===== src/hdl/pscd_fifo.sv =====
// small register queue
`default_nettype none

module pscd_fifo #(
    parameter int unsigned W     = 8,
    parameter int unsigned DEPTH = 4
) (
    input  logic         clk,
    input  logic         rst_n,
    input  logic         push,
    input  logic [W-1:0] din,
    output logic         full,
    input  logic         pop,
    output logic [W-1:0] dout,
    output logic         empty
);

    localparam int unsigned AW = (DEPTH > 1) ? $clog2(DEPTH) : 1;
    localparam int unsigned CW = $clog2(DEPTH + 1);

    logic [W-1:0]  mem_reg [0:DEPTH-1];
    logic [AW-1:0] wr_ptr_reg, wr_ptr_next;
    logic [AW-1:0] rd_ptr_reg, rd_ptr_next;
    logic [CW-1:0] cnt_reg, cnt_next;
    logic          do_push, do_pop;

    assign full    = (cnt_reg == CW'(DEPTH));
    assign empty   = (cnt_reg == '0);
    assign do_push = push && !full;
    assign do_pop  = pop && !empty;
    assign dout    = mem_reg[rd_ptr_reg];

    always_comb
    begin
        wr_ptr_next = wr_ptr_reg;
        rd_ptr_next = rd_ptr_reg;
        if (do_push)
        begin
            wr_ptr_next = (wr_ptr_reg == AW'(DEPTH - 1)) ? '0 : wr_ptr_reg + 1'b1;
        end
        if (do_pop)
        begin
            rd_ptr_next = (rd_ptr_reg == AW'(DEPTH - 1)) ? '0 : rd_ptr_reg + 1'b1;
        end
        case ({do_push, do_pop})
            2'b10:   cnt_next = cnt_reg + 1'b1;
            2'b01:   cnt_next = cnt_reg - 1'b1;
            default: cnt_next = cnt_reg;
        endcase
    end

    always_ff @(posedge clk or negedge rst_n)
    begin
        if (!rst_n)
        begin
            wr_ptr_reg <= '0;
            rd_ptr_reg <= '0;
            cnt_reg    <= '0;
        end
        else
        begin
            wr_ptr_reg <= wr_ptr_next;
            rd_ptr_reg <= rd_ptr_next;
            cnt_reg    <= cnt_next;
        end
    end

    always_ff @(posedge clk)
    begin
        if (do_push)
        begin
            mem_reg[wr_ptr_reg] <= din;
        end
    end

endmodule

`default_nettype wire


===== config.mk =====
export PLATFORM = sky130hd
export DESIGN_NAME = pscd_fifo
export DESIGN_NICKNAME = d
export VERILOG_FILES = /design/src/hdl/pscd_fifo.sv
export SDC_FILE = /design/constraint.sdc
export NUM_CORES = 1
export LEC_CHECK = 0
export ABC_AREA = 1
export BUFFER_PORTS_ARGS = -buffer_cell sky130_fd_sc_hd__buf_2
export CORE_MARGIN = 4
export CORE_UTILIZATION = 42
export CTS_BUF_LIST = sky130_fd_sc_hd__clkbuf_8
export DETAILED_ROUTE_END_ITERATION = 12
export SETUP_SLACK_MARGIN = 0.2
export SYNTH_ARGS = -nofsm -noshare
export SYNTH_HDL_FRONTEND = slang
export SYNTH_SLANG_ARGS = --single-unit
export TNS_END_PERCENT = 100

===== constraint.sdc =====
create_clock -name clk -period 4.1 [get_ports clk]
set_input_delay 0 -clock clk [delete_from_list [all_inputs] [get_ports clk]]
set_output_delay 0 -clock clk [all_outputs]
set_load 0.01 [all_outputs]

==> flow_summary.ini, run 1 <==
[outcome]
status = completed

[route]
route.detailed.drc = 0
vias_per_cell = 4.676
routedWlPerCell_um = 13.28
routed_wl_um = 3160
routed-via-count = 1113
firstDrtPassIters = 4
drtIter0Drc = 38
ant_nets = 0

[placement]
placed_area_um2 = 1886
pre_cts_ws_ns = 2.286
dp_cells = 220
gp_congestion = 0.7787
place_hpwl_um = 2079
port_buffers = 21

[global_route]
antenna_found_initial = 0
grt_pass1_vias = 1141
grt_pass1_wl_um = 5168
grt.total_usage_pct = 13.03
globalRouteOverflowTotal = 0
grt_max_degree = 36

[synth]
syn_area_um2 = 1774
yosysWarnings = 0
postSynthCellCount = 154
postSynthAreaPerCell_um2 = 11.52
ys_seq_area_share_pct = 64.03
ys_seq_elements = 39
synth.distinct_cells = 16
synthesis.nets = 173

[critical_path]
cpPeakStageDelay_ns = 0.39
crit_top_cell = nand2_1
cp_cell_sequence = inv_1 > nand3_2 > nand2_4 > ha_1 > inv_1 > fa_1 > nand2_1 > nand3_1 > nand2_1 > nand2_1
startpoint = cnt_reg[0]
worstSetupPathType = reg2reg
timing.rr.start = cnt_reg[0]
startpoint_type = register
crit_buf_inv = 2
ff2ff_setup_slack_ns = 2.29
cpMaxStageDelayCell = dfrtp_1
cp_max_fo = 7
cp.required_ns = 4.28
arrival_ns = 1.99
crit_family = simple AND/OR/NAND/NOR gates
endpoint_kind = register
r2r_end = cnt_reg[2]
r2r_cells = 10

[timing]
finalSetupViolations = 0
hold_viol = 0
fmax_ghz = 0.5529
finalWorstSetupSlack_ns = 2.291
relSlewSlack_pct = 31.82
finClkSkew_ns = 0.004702
hold_ws_ns = 0.01842
drv_slew = 0
setup_tns_ns = 0
fin_crit_ns = 1.809
rsz0062_at_grt = false
tightest_slew_ns = 1.023
period_share_pct = 44.12

[final_layout]
multi_input_area_um2 = 461.7
fin_area_um2 = 2069
syn2layout_area_growth_pct = 16.64
layout_common_cells = nand2_1, inv_1, edfxtp_1
layout-drive-gt1-share_pct = 16.49
seq_area_um2 = 1136
layout_commonest_cell = nand2_1
stdcell_count = 238
finalCoreUtilization_pct = 51.37
largest_reg_flops = 32
nets = 206
fillCellCount = 372
diodes = 0

[clock_tree]
cts.sinks = 39
clk_path_buf_depth = 2
cts_tree = built
cts_setup_buffers = 0
cts_buffers = 5
cts-root-buf = clkbuf_8
clock_latency_ns = 0.28
path_clk_slew_ns = 0.07
htreeDepth = 2
cts.repair.resized = 0

[power]
p_leak_nw = 0.9171
powerDensity_nw_per_um2 = 648.0
total_power_mw = 1.341
ir_worst_vdd_mv = 0.2641

[floorplan]
dieWidth_um = 73.00
die_area_um2 = 5328
boundaryPins = 22
die_h_um = 73.00
initial_core_util_pct = 44.04
rows = 23
core_area_um2 = 4029

[min_path]
hold_path_end = wr_ptr_reg[0]
min_delay_path_depth = 3
worstHoldStart = push
hold_class = in2reg

[flow_run]
drv_cap = 0
how the worst max path moves through the flow:
stage,end,cells after the start
final,cnt_reg[2],10
after global routing,dout[0],4
after CTS,cnt_reg[2],10
after detailed placement,cnt_reg[2],10
after global placement,cnt_reg[2],10
after floorplan,cnt_reg[2],10
power by group:
group          leakage [nW]  switching (mW)  internal (mW)
combinational         0.500           0.280          0.188
clock                0.0392           0.128          0.115
sequential            0.378          0.0976          0.532
tightest hold or removal path: stages:
cell	delay (ns)
buf_2	0.13
nand3_1	0.08
nand2_1	0.05
cell families after synthesis:
family | Yosys count | synth area share, %
AO/OA/AOI/OAI | 17 | 7.334
XOR/XNOR | 1 | 0.4937
adder cells (fa/ha/maj) | 7 | 5.360
buffers and inverters | 37 | 9.944
flip-flops | 39 | 64.03
AND/OR/NAND/NOR | 53 | 12.84
final cells by class:
cell class | count | area share, %
timing repair buffer | 31 | 9.915
tap | 50 | 3.023
clock inverter | 3 | 0.7255
multi-input combinational | 78 | 22.31
clock buffer | 5 | 3.325
inverter | 32 | 5.804
sequential | 39 | 54.90
layer usage:
layer | routed length, um | global-route usage [%] | up-vias
met3 | 97 | 3.030 | 5
met2 | 1673 | 24.43 | 15
met5 | 0 | 0 | -
li1 | - | - | 571
met1 | 1351 | 13.94 | 522
met4 | 38 | 4.918 | 0
what timing repair did:
item | CTS | global route
hold buffers | 10 | 0
endpoints found under the setup margin | 0 | 0
endpoints found under the hold margin | 41 | 0
cell usage after synthesis:
library cell  count  share of area [%]
buf_6             5                3.2
dfrtp_1           7                9.9
edfxtp_1         32                 54
fa_1              1                1.1
ha_1              6                4.2
inv_1            32                6.8
nand2_1          38                8.0
nand2_4           1               0.63
nand3_1           5                1.4
nand3_2           2                1.1
nand4_1           1               0.35
nor2_1            6                1.3
o211ai_1         15                6.3
o211ai_2          1               0.71
o21ai_0           1               0.28
xnor2_1           1               0.49
(Power assumes the default switching activity.)
==> run 2, diff against run 1 <==
--- a/config.mk
+++ b/config.mk
@@ -5,7 +5,7 @@
 export SDC_FILE = /design/constraint.sdc
 export NUM_CORES = 1
 export LEC_CHECK = 0
-export ABC_AREA = 1
+export ABC_AREA = 0
 export BUFFER_PORTS_ARGS = -buffer_cell sky130_fd_sc_hd__buf_2
 export CORE_MARGIN = 4
 export CORE_UTILIZATION = 42
==> constraint.sdc (replaced) <==
create_clock -name clk -period 1.8 [get_ports clk]
set_input_delay 0 -clock clk [delete_from_list [all_inputs] [get_ports clk]]
set_output_delay 0 -clock clk [all_outputs]
set_load 0.01 [all_outputs]
==> flow_summary.ini, run 2 <==
[global_route]
grt_max_degree = 14
globalRouteOverflowTotal = 0
grt_pass1_vias = 925
antenna_found_initial = 0
grt.total_usage_pct = 11.77
grt_pass1_wl_um = 4305

[power]
p_leak_nw = 0.8566
clockPowerShare_pct = 21.4
p_sw_mw = 0.9816
combPwrFrac_pct = 37.7
ir_worst_vdd_mv = 0.8469
swShare_pct = 29.45
total_power_mw = 3.334
p_int_mw = 2.352
seqPwrFrac_pct = 40.8
powerDensity_nw_per_um2 = 1572

[critical_path]
ff2ff_setup_slack_ns = -0.17
cpMaxStageDelayCell = or3b_4
startpoint_type = register
r2r_end = cnt_reg[2]
endpoint_kind = register
crit_family = simple AND/OR/NAND/NOR gates
cp_max_fo = 2
r2r_cells = 9
crit_buf_inv = 2
arrival_ns = 2.18
timing.rr.start = cnt_reg[1]
cpPeakStageDelay_ns = 0.40
cp.required_ns = 2.02
worstSetupPathType = reg2reg
cp_cell_sequence = or3b_4 > and2_4 > inv_2 > ha_4 > inv_2 > fa_2 > xor2_1 > nor2_1 > xor2_1

[final_layout]
multi_input_area_um2 = 474.2
diodes = 0
largest_reg_flops = 32
layout_common_cells = edfxtp_1, buf_2, dlygate4sd3_1, buf_4, mux4_2
finalCoreUtilization_pct = 57.50
fillCellCount = 294
layout-drive-gt1-share_pct = 51.52
stdcell_count = 180
nets = 150
layout_commonest_cell = edfxtp_1
syn2layout_area_growth_pct = 31.60
seq_area_um2 = 1140

[synth]
ys_seq_elements = 39
yosysMostFrequentCell = edfxtp_1
synthTopCellsByCount = edfxtp_1, inv_1, mux4_2
postSynthAreaPerCell_um2 = 19.42
ys_seq_area_share_pct = 70.50
syn_area_um2 = 1612
synth.area.top_cells = edfxtp_1, mux4_2, dfrtp_1
synthesis.nets = 102
synth_top_cell_area_share_pct = 59.63
yosys.area.top_type = edfxtp_1
synth.distinct_cells = 19
postSynthCellCount = 83
synth-async-reset-ratio_pct = 17.95
synth_flop_cell = edfxtp_1
synth_edf_count = 32
yosysWarnings = 0

[floorplan]
dieWidth_um = 69.95
boundaryPins = 22
initial_core_util_pct = 43.69
die_h_um = 69.95
die_area_um2 = 4892
rows = 22
core_area_um2 = 3689

[outcome]
status = finished with violations
violations = negative setup slack

[route]
route.detailed.drc = 0
routed_wl_um = 2647
vias_per_cell = 4.750
firstDrtPassIters = 3
routedWlPerCell_um = 14.71
ant_nets = 0
drtIter0Drc = 58
routed-via-count = 855

[timing]
drv_slew = 0
fmax_ghz = 0.5084
finClkSkew_ns = 0.003438
finalSetupViolations = 2
relSlewSlack_pct = 70.23
tightest_slew_ns = 0.4465
hold_viol = 0
fin_crit_ns = 1.967
period_share_pct = 109.3
finalWorstSetupSlack_ns = -0.1671
rsz0062_at_grt = true

[clock_tree]
clock_latency_ns = 0.29
clk_path_buf_depth = 2
cts-root-buf = clkbuf_8
cts_buffers = 5
cts.sinks = 39
cts_tree = built
path_clk_slew_ns = 0.07
htreeDepth = 2

[placement]
gp_congestion = 0.6511
dp_cells = 157
place_hpwl_um = 1735
port_buffers = 21

[min_path]
hold_class = in2async

[flow_run]
drv_cap = 0
run 2: cell count changes in the layout (fill, tap and decap cells not counted), moves of 4 or more:
cell      before  now
and3_2         0    4
buf_4          0    9
inv_1         32    5
mux4_2         0    8
nand2_1       38    0
nand3_1        5    0
o211ai_1      15    0
run 2: cells by family (layout without fill, tap and decap cells):
group | Yosys count | in the layout | synth area share, %
XOR/XNOR | 3 | 3 | 1.631
adder cells (fa/ha/maj) | 7 | 7 | 5.901
buffers and inverters | 10 | 59 | 2.406
flip-flops | 39 | 39 | 70.50
multiplexers | 13 | 13 | 15.06
AND/OR/NAND/NOR | 11 | 11 | 4.503
run 2: final cells by class:
class / count / area share (%)
Clock buffer: 5 / 3.245
Multi-Input combinational cell: 34 / 22.36
Sequential cell: 39 / 53.75
Inverter: 8 / 1.416
Tap cell: 48 / 2.832
Timing Repair Buffer: 43 / 14.34
Clock inverter: 3 / 2.065
run 2: worst max-delay path by stage:
stage / from / end / slack (ns) / depth (start not counted)
3_3_place_gp: cnt_reg[1] / cnt_reg[2] / -0.12 / 9
4_1_cts: cnt_reg[1] / cnt_reg[2] / -0.18 / 9
5_1_grt: cnt_reg[1] / cnt_reg[2] / -0.29 / 9
2_1_floorplan: cnt_reg[0] / cnt_reg[2] / -0.16 / 9
6_report: cnt_reg[1] / cnt_reg[2] / -0.17 / 9
3_5_place_dp: cnt_reg[1] / cnt_reg[2] / -0.17 / 9
run 2: routing by layer:
metal | vias up | GRT usage [%] | routed length (um)
met2 | 16 | 19.41 | 1387
met4 | 0 | 6.383 | 50
met5 | - | 0 | 0
li1 | 408 | - | -
met3 | 5 | 3.597 | 109
met1 | 426 | 13.65 | 1100
run 2: stage by stage:
| stage | setup TNS [ns] | instance area [um2] | setup WS, ns | hold WS [ns] |
|---|---|---|---|---|
| 2_1_floorplan | -0.2050 | 1627 | -0.1615 | -0.2956 |
| 3_3_place_gp | -0.1273 | 1836 | -0.1214 | -0.1542 |
| 3_5_place_dp | -0.2102 | 1836 | -0.1715 | -0.1536 |
| 4_1_cts | -0.2140 | 2052 | -0.1772 | 0.06690 |
| 5_1_grt | -0.4089 | 2121 | -0.2922 | 0.09924 |
| 6_report | -0.1970 | 2121 | -0.1671 | 0.08781 |
run 2: what timing repair did:
item | CTS | global route
hold buffers | 9 | 0
endpoints found under the hold margin | 39 | 0
setup endpoints to repair | 10 | 12
resized for setup | 2 | 9
pin swaps | 1 | 1
buffers inserted | 1 | 5
run 2: worst reg2reg max path, delay by kind of cell, from the launching register on:
kind	cells	cell delay, ns
buf+inv	2	0.09
fa+ha+maj	2	0.47
simple gates	3	0.67
flops	1	0.38
xor+xnor	2	0.28
run 2: power groups by stage:
stage | logic (mW) | clock network (mW) | registers, mW
after floorplan | 0.799 | 0 | 1.31
after global placement | 1.06 | 0 | 1.41
after detailed placement | 1.07 | 0 | 1.43
after CTS | 1.11 | 0.727 | 1.41
after global routing | 1.40 | 0.778 | 1.39
final | 1.26 | 0.714 | 1.36
