<file path="config.mk">
export PLATFORM = sky130hd
export DESIGN_NAME = pscd_front
export DESIGN_NICKNAME = d
export VERILOG_FILES = /design/src/hdl/pscd_pkg.sv /design/src/hdl/pscd_front.sv
export SDC_FILE = /design/constraint.sdc
export NUM_CORES = 1
export LEC_CHECK = 0
export ABC_AREA = 0
export BUFFER_PORTS_ARGS = -buffer_cell sky130_fd_sc_hd__buf_2
export CAP_MARGIN = 10
export CORE_AREA = 2 2 125 127
export DETAILED_ROUTE_END_ITERATION = 6
export DIE_AREA = 0 0 127 129
export PLACE_DENSITY = 0.41
export SYNTH_ARGS = -nofsm -noshare
export SYNTH_HDL_FRONTEND = slang
export SYNTH_SLANG_ARGS = --single-unit
</file>
<file path="constraint.sdc">
create_clock -name vclk -period 1.4
set_clock_uncertainty 0.05 [all_clocks]
set_input_delay 0.42 -clock vclk [all_inputs]
set_output_delay 0.42 -clock vclk [all_outputs]
set_load 0.05 [all_outputs]
</file>
<file path="src/hdl/pscd_pkg.sv">
// shared types, constants and fixed-point helpers for the primitive state block
`default_nettype none

package pscd_pkg;

    localparam logic [17:0] GAMMA_MIN   = 18'd65537;
    localparam logic [17:0] GAMMA_MAX   = 18'd196608;
    localparam logic [17:0] GAMMA_RESET = 18'd91750;
    localparam logic [17:0] GAMMA_ONE   = 18'd65536;

    localparam logic signed [31:0] HALF_Q = 32'sd32768;

    // pipeline depth of the divider and of the square root
    localparam int unsigned DIV_LAT  = 34;
    localparam int unsigned SQRT_LAT = 25;

    localparam int unsigned QUEUE_DEPTH = 4;

    typedef enum logic [1:0] {
        ERR_OK           = 2'd0,
        ERR_BAD_CELL     = 2'd1,
        ERR_NEG_PRESSURE = 2'd2
    } err_t;

    typedef struct packed {
        logic signed [31:0] jinv;
        logic signed [31:0] mass;
        logic signed [31:0] mx;
        logic signed [31:0] my;
        logic signed [31:0] en;
        logic               jbad;
    } item_t;

    typedef struct packed {
        logic signed [31:0] density;
        logic signed [31:0] x_velocity;
        logic signed [31:0] y_velocity;
        logic signed [31:0] total_energy;
        logic signed [31:0] pressure;
        logic        [30:0] sound_speed;
        logic signed [31:0] enthalpy;
        err_t               error_code;
    } result_t;

    function automatic logic signed [31:0] sat_word(input logic signed [63:0] v,
                                                    input int unsigned bits);
        logic signed [63:0] hi;
        logic signed [63:0] lo;
        hi = (64'sd1 <<< (bits - 1)) - 64'sd1;
        lo = -hi - 64'sd1;
        if (v > hi)
        begin
            return hi[31:0];
        end
        if (v < lo)
        begin
            return lo[31:0];
        end
        return v[31:0];
    endfunction

    // product shifted right by 16, rounded toward minus infinity, saturated
    function automatic logic signed [31:0] qmul(input logic signed [31:0] a,
                                                input logic signed [31:0] b,
                                                input int unsigned bits);
        logic signed [63:0] p;
        p = 64'(a) * 64'(b);
        return sat_word(p >>> 16, bits);
    endfunction

endpackage

`default_nettype wire

</file>
<file path="src/hdl/pscd_front.sv">
// front end: saturates the incoming cell and flags a bad inverse jacobian
`default_nettype none

module pscd_front #(
    parameter int unsigned SAT_BITS = 32
) (
    input  logic signed [31:0] jacobian_inverse,
    input  logic signed [31:0] mass_term,
    input  logic signed [31:0] x_momentum_term,
    input  logic signed [31:0] y_momentum_term,
    input  logic signed [31:0] energy_term,
    output pscd_pkg::item_t    item
);

    always_comb
    begin
        item.jinv = pscd_pkg::sat_word(64'(jacobian_inverse), SAT_BITS);
        item.mass = pscd_pkg::sat_word(64'(mass_term), SAT_BITS);
        item.mx   = pscd_pkg::sat_word(64'(x_momentum_term), SAT_BITS);
        item.my   = pscd_pkg::sat_word(64'(y_momentum_term), SAT_BITS);
        item.en   = pscd_pkg::sat_word(64'(energy_term), SAT_BITS);
        item.jbad = (item.jinv <= 32'sd0);
    end

endmodule

`default_nettype wire

</file>
==> out/metrics.yaml, run 1 <==
grt_pass1_wl_um: 4610
synth_area_sq_um: 677
path_cells: "buf_6 > nor4_4 > buf_4 > nand4_1 > o21bai_4 > buf_8"
fillers: 1769
num-nets-final: 240
worstHoldStart: "mass_term[7]"
antenna_left: 0
min_path_type: "input port to output pin"
yosys.area_share.simple_pct: 10.2
vias: 615
ys_seq_area_share_pct: 0
seq_cells: 0
port_buffers: 65
dp.final_hpwl_um: 3600
max_slew_margin_pct: 81.4
die_area_sq_um: 16400
n_antenna_cell: 0
die_w_um: 127
grt_max_degree: 3
clkPwrFrac_pct: 0
fin_crit_ns: 1.89
cpMaxStageDelayCell: "nor4_4"
drc: 0
timing.final.crit_share_pct: 135
power_switching_mw: 0.241
synth_xor_area_share_pct: 0
wl_per_cell_um: 15.5
syn_to_final_growth_pct: 12.4
synth_top_family_by_area: "buffers and inverters"
finalHoldViolations: 0
synth_mux_area_share_pct: 0
drtIter0Drc: 12
critPathMaxStageDelay_ns: 0.25
yosysUniqueCellTypes: 5
grt_overflow_total: 0
path_class: "input port to output pin"
die_y_um: 129
p_int_mw: 0.0872
power.density_nw_per_um2: 432
comb_power_share_pct: 100.0
final_cells: 266
finalSetupTns_ns: -0.487
maxSlewViolCount: 0
ys_warn_count: 0
synth-compound-area-share_pct: 1.11
cap_violations: 0
nClkBuffers: 0
multiInputGateArea_sq_um: 154
place.gp.congestion: 0.470
netlist_instances: 171
core_area_sq_um: 15000
drt_first_pass_iters: 4
synth_fa_ha_area_share_pct: 0
violations: "negative setup slack"
p_sw_share_pct: 73.5
status: "complete, but fails checks"
antenna_found_initial: 0
max_freq_mhz: 530
grt_usage_pct: 4.14
rsz0062_at_grt: "yes"
seq_area_sq_um: 0
p_leak_nw: 0.295
initial_utilization_pct: 4.52
routed_wl_um: 4120
worstPathMaxFanout: 2
hold_path_depth: 0
drive_gt1_share_pct: 94.9
synth_area_per_cell_sq_um: 3.96
dp.cells: 266
peakVddDrop_uv: 62.3
rows: 45
hold_end: "item[104]"
synthesis.nets: 331
setup_viol: 1
setup_slack_ns: -0.487
worstPathRequired_ns: 0.93
end_kind: "output pin"
cts_hold_buf: 0
tightest_slew_ns: 0.277
sequentialPowerShare_pct: 0
critical_path_arrival_ns: 1.42
cts_setup_buffers: 0
vias_per_cell: 2.31
crit_path_start_kind: "input port"
top_level_ports: 321
grt_pass1_vias: 671
Yosys cell counts:
cell / count / area, sq um
o21bai_1: 1 / 7.51
nor4_1: 7 / 43.8
nor4_2: 1 / 12.5
nand4_1: 2 / 12.5
clkbuf_1: 160 / 601
through the flow:
step | area [sq um] | util (%) | power (mW) | hold slack (ns) | worst slack (ns)
after global placement | 714 | 4.77 | 0.316 | 0.790 | -0.597
after global routing | 761 | 5.08 | 0.341 | 0.790 | -0.540
final | 761 | 5.08 | 0.329 | 0.790 | -0.487
after floorplan | 739 | - | 1.04 | 0.971 | -0.243
after CTS | 754 | 5.04 | 0.329 | 0.790 | -0.522
after detailed placement | 714 | 4.77 | 0.317 | 0.790 | -0.635
worst max path at each step:
| stage | start | endpoint | slack [ns] | cells after the start |
|---|---|---|---|---|
| after floorplan | jacobian_inverse[18] | item[0] | -0.24 | 3 |
| after global routing | jacobian_inverse[6] | item[0] | -0.54 | 6 |
| after detailed placement | jacobian_inverse[3] | item[0] | -0.63 | 6 |
| final | jacobian_inverse[6] | item[0] | -0.49 | 6 |
| after global placement | jacobian_inverse[28] | item[0] | -0.60 | 5 |
| after CTS | jacobian_inverse[6] | item[0] | -0.52 | 6 |
final cells by class:
type | instances | area share [%]
repair buffers | 67 | 48.8
well taps | 188 | 30.9
multi-input cells | 11 | 20.2
placed cells by master, fill, tap and decap left out:
| master | instances |
|---|---|
| buf_4 | 3 |
| buf_6 | 3 |
| nor4_4 | 4 |
| nand4_1 | 2 |
| nor4_2 | 2 |
| buf_8 | 1 |
| nor4_1 | 2 |
| o21bai_4 | 1 |
| buf_2 | 60 |
power groups by stage:
| stage | Combinational [mW] | Sequential, mW | Clock (mW) |
|---|---|---|---|
| after CTS | 0.329 | 0 | 0 |
| after global routing | 0.341 | 0 | 0 |
| after detailed placement | 0.317 | 0 | 0 |
| after floorplan | 1.04 | 0 | 0 |
| after global placement | 0.316 | 0 | 0 |
| final | 0.329 | 0 | 0 |
cell families after synthesis:
group,Yosys count
AO/OA/AOI/OAI,1
AND/OR/NAND/NOR,10
buffers and inverters,160
worst max-delay path, delay by kind of cell:
family                 cells  cell delay [ns]
buffers and inverters      3             0.40
AND/OR/NAND/NOR            2             0.40
AO/OA/AOI/OAI              1             0.19
repair_timing:
item | 4_1_cts | 5_1_grt
setup endpoints to repair | 2 | 1
gates resized for setup | 8 | 2
pin swaps | 2 | 2
per-layer routing:
layer	vias to the layer above	share of wire, %	GRT usage, %
li1	193	-	-
met1	205	12	1.10
met2	153	49	7.84
met3	64	24	3.24
met4	0	15	6.79
met5	-	0	0
Power figures use the tool's default switching activity.
==> run 2, diff against run 1 <==
- ABC_AREA: 0 -> 1
==> run 2 against run 1 <==
  * The run still ends with negative setup slack left
  * Clock-buffer cell count unchanged
  * Total power increased by 7.9%
  * Core utilization increased by 0.91 points
  * Critical path depth increased by 1
  * Critical path type unchanged
  * Highest routed layer unchanged
==> out/metrics.yaml, run 2 <==
critical_path_arrival_ns: 1.24
synth_area_per_cell_sq_um: 3.77
layout_common_cells: "buf_2 (56), nor2_4 (8), nor2_1 (7), buf_6 (7), nor2_2 (5)"
setup_slack_ns: -0.306
wl_per_cell_um: 12.7
place.gp.congestion: 0.554
synth.largest_area_cell: "clkbuf_1"
finalHoldViolations: 0
drive_gt1_share_pct: 89.1
netlist_instances: 192
vias_per_cell: 2.29
cpMostUsedCell: "nor2_4"
synth_commonest_cells: "clkbuf_1 (160), nor2_1 (19), nand2_1 (10)"
drt_first_pass_iters: 3
p_int_mw: 0.107
dp.final_hpwl_um: 3080
worstSetupEndpoint: "item[0]"
vias: 662
path_class: "input port to output pin"
violations: "negative setup slack"
power.density_nw_per_um2: 395
grt_overflow_total: 0
die_y_um: 129
grt_pass1_vias: 599
critPathMaxStageDelay_ns: 0.16
syn_to_final_growth_pct: 23.8
sequentialPowerShare_pct: 0
yosysUniqueCellTypes: 6
yosysTopAreaCellShare_pct: 82.9
synthTopCellsByArea: "clkbuf_1 (83%), nor2_1 (9.8%), nand2_1 (5.2%), nor2_2 (0.86%), o21ai_1 (0.69%)"
crit_path_start_kind: "input port"
worstPathRequired_ns: 0.93
end_kind: "output pin"
antenna_found_initial: 0
synth_area_sq_um: 724
p_sw_share_pct: 69.7
maxSlewViolCount: 0
worstPathMaxFanout: 2
worstHoldStart: "mass_term[9]"
path_depth: 7
initial_utilization_pct: 4.84
drtIter0Drc: 33
top_level_ports: 321
port_buffers: 65
dp.cells: 289
worstSetupStartpoint: "jacobian_inverse[4]"
tightest_slew_ns: 0.280
cap_violations: 0
p_leak_nw: 0.397
pre_cts_slack_ns: -0.591
max_slew_margin_pct: 81.5
n_antenna_cell: 0
status: "complete, but fails checks"
seq_cells: 0
cts_hold_buf: 0
antenna_left: 0
rsz0062_at_grt: "yes"
setup_viol: 1
final_common_cell: "buf_2"
ys_warn_count: 0
core_area_sq_um: 15000
nClkBuffers: 0
rows: 45
grt_pass1_wl_um: 4060
die_area_sq_um: 16400
min_path_type: "input port to output pin"
grt_max_degree: 4
cp_num_buf_inv: 2
num-nets-final: 263
seq_area_sq_um: 0
die_w_um: 127
power_switching_mw: 0.247
synth.most_common_cell: "clkbuf_1"
clkPwrFrac_pct: 0
comb_power_share_pct: 100.0
timing.final.crit_share_pct: 122
final_cells: 289
drc: 0
path_delay_family: "simple AND/OR/NAND/NOR gates"
path_cells: "buf_8 > nor2_4 > nand2_2 > nor2_4 > nand2_4 > o21ai_4 > buf_12"
grt_usage_pct: 3.55
peakVddDrop_uv: 69.3
routed_wl_um: 3670
cpMaxStageDelayCell: "o21ai_4"
fin_crit_ns: 1.71
max_freq_mhz: 586
ys_seq_area_share_pct: 0
synthesis.nets: 352
[run 2: cell types whose count changed after synthesis]
cell	previous run	this run
o21ai_1	0	1
nor2_1	0	19
o21bai_1	1	0
inv_1	0	1
nand4_1	2	0
nor4_1	7	0
nor4_2	1	0
nand2_1	0	10
nor2_2	0	1
[run 2: power by group through the flow]
stage | sequential [mW] | clock (mW) | combinational, mW
finish | 0 | 0 | 0.354
global placement | 0 | 0 | 0.327
detailed placement | 0 | 0 | 0.326
floorplan | 0 | 0 | 1.04
CTS | 0 | 0 | 0.352
global route | 0 | 0 | 0.372
[run 2: kinds of logic (layout without fill, tap and decap cells)]
family / Yosys count / after routing / synth area share (%)
and+or+nand+nor: 30 / 30 / 15.9
buffers and inverters: 161 / 70 / 83.4
AOI/OAI and AO/OA: 1 / 1 / 0.690
[run 2: per-stage QoR]
step                utilization (%)  setup TNS [ns]  instance area [sq um]  hold slack, ns  power, mW
floorplan                         -          -0.130                    761           0.977       1.04
global placement               5.11          -0.596                    766           0.790      0.327
detailed placement             5.11          -0.591                    766           0.790      0.326
CTS                            5.85          -0.322                    876           0.790      0.352
global route                   5.99          -0.358                    897           0.790      0.372
finish                         5.99          -0.306                    897           0.790      0.354
[run 2: area by class of cell]
class,instances,area [sq um]
inverters,1,3.75
repair buffers,69,424
fillers,1814,14100
multi-input cells,31,234
well taps,188,235
[run 2: metal layers]
layer / up-vias / track usage, % / part of all wire (%)
met5: - / 0 / 0
met4: 0 / 6.72 / 18
met3: 68 / 3.87 / 30
met2: 137 / 4.33 / 36
met1: 221 / 1.82 / 17
li1: 236 / - / -
[run 2: worst min path at each step]
stage	endpoint	cells after the start
global route	item[117]	0
floorplan	item[0]	2
CTS	item[101]	0
detailed placement	item[101]	0
finish	item[106]	0
global placement	item[101]	0
[run 2: what timing repair did]
item,in CTS,in global routing
pin swaps,13,14
setup endpoints to repair,1,1
setup buffers,0,0
resized for setup,27,6
==> run 3, diff against run 2 <==
- ABC_AREA: 1 -> unset
- PLACE_DENSITY: 0.41 -> unset
==> run 3 against run 2 <==
  * The flow still finishes with violations (negative setup slack)
  * Final area down 11%
  * Hold slack unchanged
  * Global-route usage up 0.41 points
  * First-iteration DRC count down 15%
  * Sequential share of layout area unchanged
  * Total power down 4.2%
  * Largest power group unchanged
  * Highest routed layer unchanged
==> out/metrics.yaml, run 3 (synthesis results as in run 1) <==
setup_slack_ns: -0.476
maxSlewViolCount: 0
p_leak_nw: 0.314
violations: "negative setup slack"
cts_setup_buffers: 0
routed_wl_um: 4040
port_buffers: 65
max_slew_margin_pct: 82.6
critical_path_arrival_ns: 1.41
syn_to_final_growth_pct: 18.1
final_common_cell: "buf_2"
drtIter0Drc: 28
grt_usage_pct: 3.96
setup_viol: 1
seq_area_sq_um: 0
tightest_slew_ns: 0.259
place.gp.congestion: 0.445
cap_violations: 0
nClkBuffers: 0
finalHoldViolations: 0
vias: 659
fillers: 1757
crit_path_start_kind: "input port"
wl_per_cell_um: 15.0
top_level_ports: 321
path_cells: "buf_8 > nor4_4 > buf_4 > nand4_1 > o21bai_4 > buf_6"
worstPathRequired_ns: 0.93
antenna_found_initial: 0
layout_common_cells: "buf_2 (61), buf_4 (7), nor4_4 (5)"
max_freq_mhz: 533
grt_overflow_total: 0
die_area_sq_um: 16400
cpMaxStageDelayCell: "nor4_4"
die_y_um: 129
total_power_mw: 0.340
die_w_um: 127
path_class: "input port to output pin"
dp.final_hpwl_um: 3490
final_cells: 270
fin_crit_ns: 1.88
antenna_left: 0
grt_max_degree: 3
timing.final.crit_share_pct: 134
initial_utilization_pct: 4.52
core_area_sq_um: 15000
drive_gt1_share_pct: 96.3
grt_pass1_vias: 572
status: "complete, but fails checks"
seq_cells: 0
multiInputGateArea_sq_um: 169
grt_pass1_wl_um: 4310
rsz0062_at_grt: "yes"
critPathMaxStageDelay_ns: 0.25
num-nets-final: 244
drt_first_pass_iters: 5
vias_per_cell: 2.44
peakVddDrop_uv: 58.4
power.density_nw_per_um2: 425
rows: 45
end_kind: "output pin"
min_path_type: "input port to output pin"
finalSetupTns_ns: -0.476
drc: 0
dp.cells: 270
n_antenna_cell: 0
worstPathMaxFanout: 2
-- run 3: worst max-delay path: cells and delay by family --
| kind | cells | cell delay [ns] |
|---|---|---|
| buffers and inverters | 3 | 0.43 |
| AO/OA/AOI/OAI | 1 | 0.16 |
| AND/OR/NAND/NOR | 2 | 0.40 |
-- run 3: power by group --
part	internal (mW)	switching (mW)	leakage [nW]
clock	0	0	0
sequential	0	0	0
combinational	0.0934	0.246	0.314
total	0.0934	0.246	0.314
-- run 3: cell type report --
cell class / count / share of cell area [%]
timing repair buffer: 71 / 49.5
tap: 188 / 29.4
multi-input combinational: 11 / 21.1
-- run 3: worst paths after layout --
path / startpoint / to / slack, ns / depth (start not counted)
hold / removal: mass_term[23] / item[120] / 0.79 / 0
setup / recovery: jacobian_inverse[3] / item[0] / -0.48 / 6
-- run 3: what timing repair did --
| action | 4_1_cts | 5_1_grt |
|---|---|---|
| resized for setup | 7 | 3 |
| endpoints found under the setup margin | 2 | 1 |
| hold buffers | 0 | 0 |
-- run 3: routing by layer --
metal | wire length (um) | global-route usage, % | vias to the layer above
met2 | 1950 | 7.53 | 160
met5 | 0 | 0 | -
met4 | 532 | 5.37 | 0
met1 | 526 | 1.07 | 230
met3 | 1030 | 3.74 | 70
li1 | - | - | 199
-- run 3: stage by stage --
step	area (sq um)	hold slack (ns)	util (%)	worst slack, ns
2_1_floorplan	739	0.971	-	-0.243
3_3_place_gp	744	0.790	4.97	-0.744
3_5_place_dp	744	0.790	4.97	-0.739
4_1_cts	781	0.790	5.21	-0.499
5_1_grt	800	0.790	5.34	-0.517
6_report	800	0.790	5.34	-0.476
